[src/hdl/gmds_pkg.sv]
// ----------------------------------------------------------------------------
// gmds_pkg
// Types and constants shared by the grid maze solver modules.
// ----------------------------------------------------------------------------
package gmds_pkg;

    localparam int MAX_ROWS = 32;
    localparam int MAX_COLS = 32;
    localparam int CELLS    = MAX_ROWS * MAX_COLS;
    localparam int AW       = $clog2(CELLS);
    localparam int DW       = AW + 1;
    localparam int RW       = $clog2(MAX_ROWS);
    localparam int CW       = $clog2(MAX_COLS);

    localparam logic [1:0] KIND_WALL  = 2'd0;
    localparam logic [1:0] KIND_OPEN  = 2'd1;
    localparam logic [1:0] KIND_START = 2'd2;
    localparam logic [1:0] KIND_END   = 2'd3;

    localparam logic [1:0] CFG_ROWS = 2'd0;
    localparam logic [1:0] CFG_COLS = 2'd1;

    typedef enum logic [1:0] {
        OP_WRITE = 2'd0,
        OP_SOLVE = 2'd1,
        OP_READ  = 2'd2,
        OP_NOP   = 2'd3
    } t_op;

    typedef enum logic [3:0] {
        S_GCLR, S_IDLE, S_DECODE, S_WRITE, S_VCLR, S_INIT,
        S_CHECK, S_EVAL, S_POPLD, S_READ, S_RESP
    } t_state;

    typedef struct packed {
        logic capture;
        logic grid_clr;
        logic vis_clr;
        logic write_cell;
        logic init_solve;
        logic probe;
        logic push;
        logic pop;
        logic pop_load;
        logic set_found;
        logic read_issue;
        logic respond;
    } t_cmd;

    typedef struct packed {
        logic clr_last;
        logic at_end;
        logic dir_done;
        logic depth_one;
        t_op  op;
    } t_sts;

endpackage

[src/hdl/gmds_ctrl.sv]
// ----------------------------------------------------------------------------
// gmds_ctrl
// Sequencer for clearing passes, cell writes, the search loop and path reads.
// ----------------------------------------------------------------------------
module gmds_ctrl import gmds_pkg::*; (
    input  logic i_clk,
    input  logic i_rst_n,
    input  logic i_start,
    input  t_sts i_sts,
    output t_cmd o_cmd,
    output logic o_busy
);

    t_state r_state, n_state;

    always_ff @(posedge i_clk) begin
        if (!i_rst_n) begin
            r_state <= S_GCLR;
        end else begin
            r_state <= n_state;
        end
    end

    always_comb begin
        n_state = r_state;
        o_cmd   = '0;
        o_busy  = (r_state != S_IDLE);
        unique case (r_state)
            S_GCLR: begin
                o_cmd.grid_clr = 1'b1;
                if (i_sts.clr_last) n_state = S_IDLE;
            end
            S_IDLE: begin
                if (i_start) begin
                    o_cmd.capture = 1'b1;
                    n_state       = S_DECODE;
                end
            end
            S_DECODE: begin
                unique case (i_sts.op)
                    OP_WRITE: n_state = S_WRITE;
                    OP_SOLVE: n_state = S_VCLR;
                    OP_READ:  n_state = S_READ;
                    default:  n_state = S_RESP;
                endcase
            end
            S_WRITE: begin
                o_cmd.write_cell = 1'b1;
                n_state          = S_RESP;
            end
            S_VCLR: begin
                o_cmd.vis_clr = 1'b1;
                if (i_sts.clr_last) n_state = S_INIT;
            end
            S_INIT: begin
                o_cmd.init_solve = 1'b1;
                n_state          = S_CHECK;
            end
            S_CHECK: begin
                priority if (i_sts.at_end) begin
                    o_cmd.set_found = 1'b1;
                    n_state         = S_RESP;
                end else if (i_sts.dir_done) begin
                    o_cmd.pop = 1'b1;
                    n_state   = i_sts.depth_one ? S_RESP : S_POPLD;
                end else begin
                    o_cmd.probe = 1'b1;
                    n_state     = S_EVAL;
                end
            end
            S_EVAL: begin
                o_cmd.push = 1'b1;
                n_state    = S_CHECK;
            end
            S_POPLD: begin
                o_cmd.pop_load = 1'b1;
                n_state        = S_CHECK;
            end
            S_READ: begin
                o_cmd.read_issue = 1'b1;
                n_state          = S_RESP;
            end
            S_RESP: begin
                o_cmd.respond = 1'b1;
                n_state       = S_IDLE;
            end
            default: n_state = S_IDLE;
        endcase
    end

endmodule

[config.mk]
export PLATFORM = sky130hd
export DESIGN_NAME = gmds_ctrl
export DESIGN_NICKNAME = d
export VERILOG_FILES = /design/src/hdl/gmds_pkg.sv /design/src/hdl/gmds_ctrl.sv
export SDC_FILE = /design/constraint.sdc
export NUM_CORES = 1
export LEC_CHECK = 0
export BUFFER_PORTS_ARGS = -buffer_cell sky130_fd_sc_hd__buf_2
export CAP_MARGIN = 20
export CORE_MARGIN = 2
export CORE_UTILIZATION = 34
export DETAILED_ROUTE_END_ITERATION = 12
export HOLD_SLACK_MARGIN = 0.15
export PLACE_DENSITY_LB_ADDON = 0.12
export RECOVER_POWER = 25
export REMOVE_ABC_BUFFERS = 1
export SLEW_MARGIN = 10
export SYNTH_ARGS = -nofsm -noshare
export SYNTH_HDL_FRONTEND = slang
export SYNTH_SLANG_ARGS = --single-unit
[constraint.sdc]
create_clock -name i_clk -period 1.8 [get_ports i_clk]
set_input_delay 0.18 -clock i_clk [delete_from_list [all_inputs] [get_ports i_clk]]
set_output_delay 0.18 -clock i_clk [all_outputs]
set_load 0.01 [all_outputs]
==> out/results.txt <==
Layout area overhead: 20.6%
Skew-Pair Late Insertion Delay: 250 ps
Post-route cell area: 594 um2
Die width: 42.1 um
IO Pins: 22
Vias/cell: 5.45
# clock sinks: 4
Chip Height: 42.1 um
Number of setup buffers added after CTS: 0
Aggregate negative setup slack: 0 ps
Diodes inserted: 0
Netlist cell types: 30
Post-synth ARST share: 0%
Worst VDD drop: 0.194 mV
Placer congestion estimate: 0.766
Via count: 556
CP Data Arrival Time: 1460 ps
Remaining global-route overflow: 0
M2 GR Usage: 19.7%
Post-synth EDFFs: 0
Hold Buf Count CTS: 0
PortBufs: 21
CTS H-tree depth: 1
FF+latch count, synth: 4
Relative slew margins: 65.2%
Initial Utilization: 37.0%
CTS Buf Count: 3
Placed Area: 573 um2
Drt wl/cell: 11.5 um
Post-DRT Antenna Nets: 0
Total die area: 1770 um2
Gate Count Post-Synth: 68
First-pass GRT wire length: 1970 um
Status: finished, final reports clean
Count of warnings emitted by yosys: 0
CP max FO: 16
Fin crit share: 91.1%
Post-synth top area share: 16.2%
Busiest grt layer: met1
Met1 Use GR: 21.0%
CTS tree: done
Biggest area consumer among synthesized cells: dfxtp_1
Skew final: 8.71 ps
Crit. End Element: output pin
Highest Clock Rate: 610 MHz
Initial DRC count: 11
Synth Cell Area: 493 um2
HPWL Detailed: 848 um
Power, Total: 0.279 mW
Initial antenna violation count: 0
Kind of critical path: reg2out
Syn Area/Cell: 7.25 um2
Worst-path clk slew: 40 ps
Ratio of cells with drive above 1 in the final layout: 28.7%
Row count: 13
Max reg flops: 4
RSZ-0062 raised after global routing: false
HP Class: in2reg
Biggest register: r_state
Worst Path Required: 1620 ps
Setup ws final: 161 ps
Pin count of the biggest net entering global routing: 18
Leakage power total: 0.286 nW
Final core occ: 44.6%
Max incr delay on CP: 620 ps
Register area share after synthesis: 16.2%
CORE AREA: 1330 um2
Min cycle time layout: 1640 ps
Final routed DRC violation total: 0
CP Launch Type: register
Critical-path top delay cell: dfxtp_1
Vias in the first global route: 440
Global-route usage over all layers: 14.9%
Slew @ Worst Pin: 521 ps
Regs by FF count: r_state: 4 flops
1st-pass router iterations: 4
Routed wire length: 1170 um
Nets@finish: 102
Fin. Hold Viols: 0
CTS root buf: clkbuf_4
Max-Cap Viols: 0
CTS max path bufs: 2
Setup Viol. Count Final: 0
Final slew viol count: 0
Fillers: 155
M3 GR Usage: 1.29%
Worst-path cell chain: inv_1 -> nor4_1 -> buf_2
FF-to-FF setup slack: 420 ps
Top cells by area, synth: dfxtp_1, ha_1, buf_6, nor2_1, o21ai_0
Most used DFF post-synth: dfxtp_1
Pwr/cell area: 470 nW/um2
Post-CTS sizing: 0
Dpl ws: 412 ps
## critical path: cells and delay by family (launching register included)
kind,cells,cell delay (ps)
simple gates,1,260
buf+inv,2,330
flops,1,620
## cell families (layout without fill, tap and decap cells)
family,after synthesis,in the layout,synth area share [%]
DFF,4,4,16.2
buffers and inverters,11,30,13.5
AOI/OAI and AO/OA,18,18,24.9
xor gates and xnor gates,1,1,1.78
and+or+nand+nor,30,30,33.5
adders and majority gates,4,4,10.2
## per-layer routing
metal / share of wire [%] / routed length [um]
met1: 48 / 556
met2: 41 / 479
met3: 6.9 / 81
met4: 4.3 / 50
met5: 0 / 0
## synth_stat cells (2+ instances only)
| cell type | count |
|---|---|
| and3_1 | 2 |
| nor2_1 | 7 |
| inv_1 | 6 |
| o21a_1 | 2 |
| a21oi_1 | 2 |
| nor3_1 | 3 |
| o21ai_0 | 5 |
| buf_2 | 2 |
| buf_6 | 3 |
| nand2_1 | 6 |
| nor4_1 | 2 |
| ha_1 | 4 |
| a31oi_1 | 2 |
| dfxtp_1 | 4 |
| nand2b_1 | 2 |
| a211o_1 | 2 |
## final cells by class
type	count	area (um2)	share of cell area (%)
Multi-Input combinational cell	53	347	58.3
Clock buffer	3	22.5	3.79
Inverter	6	22.5	3.79
Sequential cell	4	80.1	13.5
Timing Repair Buffer	21	104	17.5
Tap cell	15	18.8	3.16
## report_power, final
part / internal, mW / switching (mW)
sequential: 0.0921 / 0.0109
clock: 0.0752 / 0.0454
combinational: 0.0261 / 0.0296
total: 0.193 / 0.0859
## per-stage QoR
step,hold WS (ps),std cells
6_report,194,102
4_1_cts,191,102
2_1_floorplan,303,63
5_1_grt,216,102
3_3_place_gp,439,99
3_5_place_dp,441,99
## final timing paths
kind	start	end	cells after the start
min	i_rst_n	r_state[0]$_SDFFE_PN0P_	3
min reg2reg	r_state[3]$_SDFFE_PN0P_	r_state[0]$_SDFFE_PN0P_	2
max	r_state[3]$_SDFFE_PN0P_	o_cmd[0]	3
max reg2reg	r_state[2]$_SDFFE_PN0P_	r_state[1]$_SDFFE_PN0P_	3
## cells in the final DEF, fill, tap and decap left out
cell type  count
buf_2         20
nor2_1         7
inv_1          6
nand2_1        6
o21ai_0        5
ha_1           4
dfxtp_1        4
nor3_1         3
clkbuf_4       3
and3_1         2
nor4_1         2
nand2b_1       2
a211o_1        2
a21oi_1        2
o21a_1         2
a31oi_1        2
nand3_1        1
nor2b_1        1
and4bb_2       1
and2_1         1
o311ai_0       1
nand3b_1       1
nor3b_2        1
a211oi_1       1
and2b_1        1
xor2_1         1
or3_1          1
o2111ai_1      1
o221ai_1       1
o41ai_1        1
clkbuf_1       1
No activity file was read; power rests on OpenSTA's default activity.
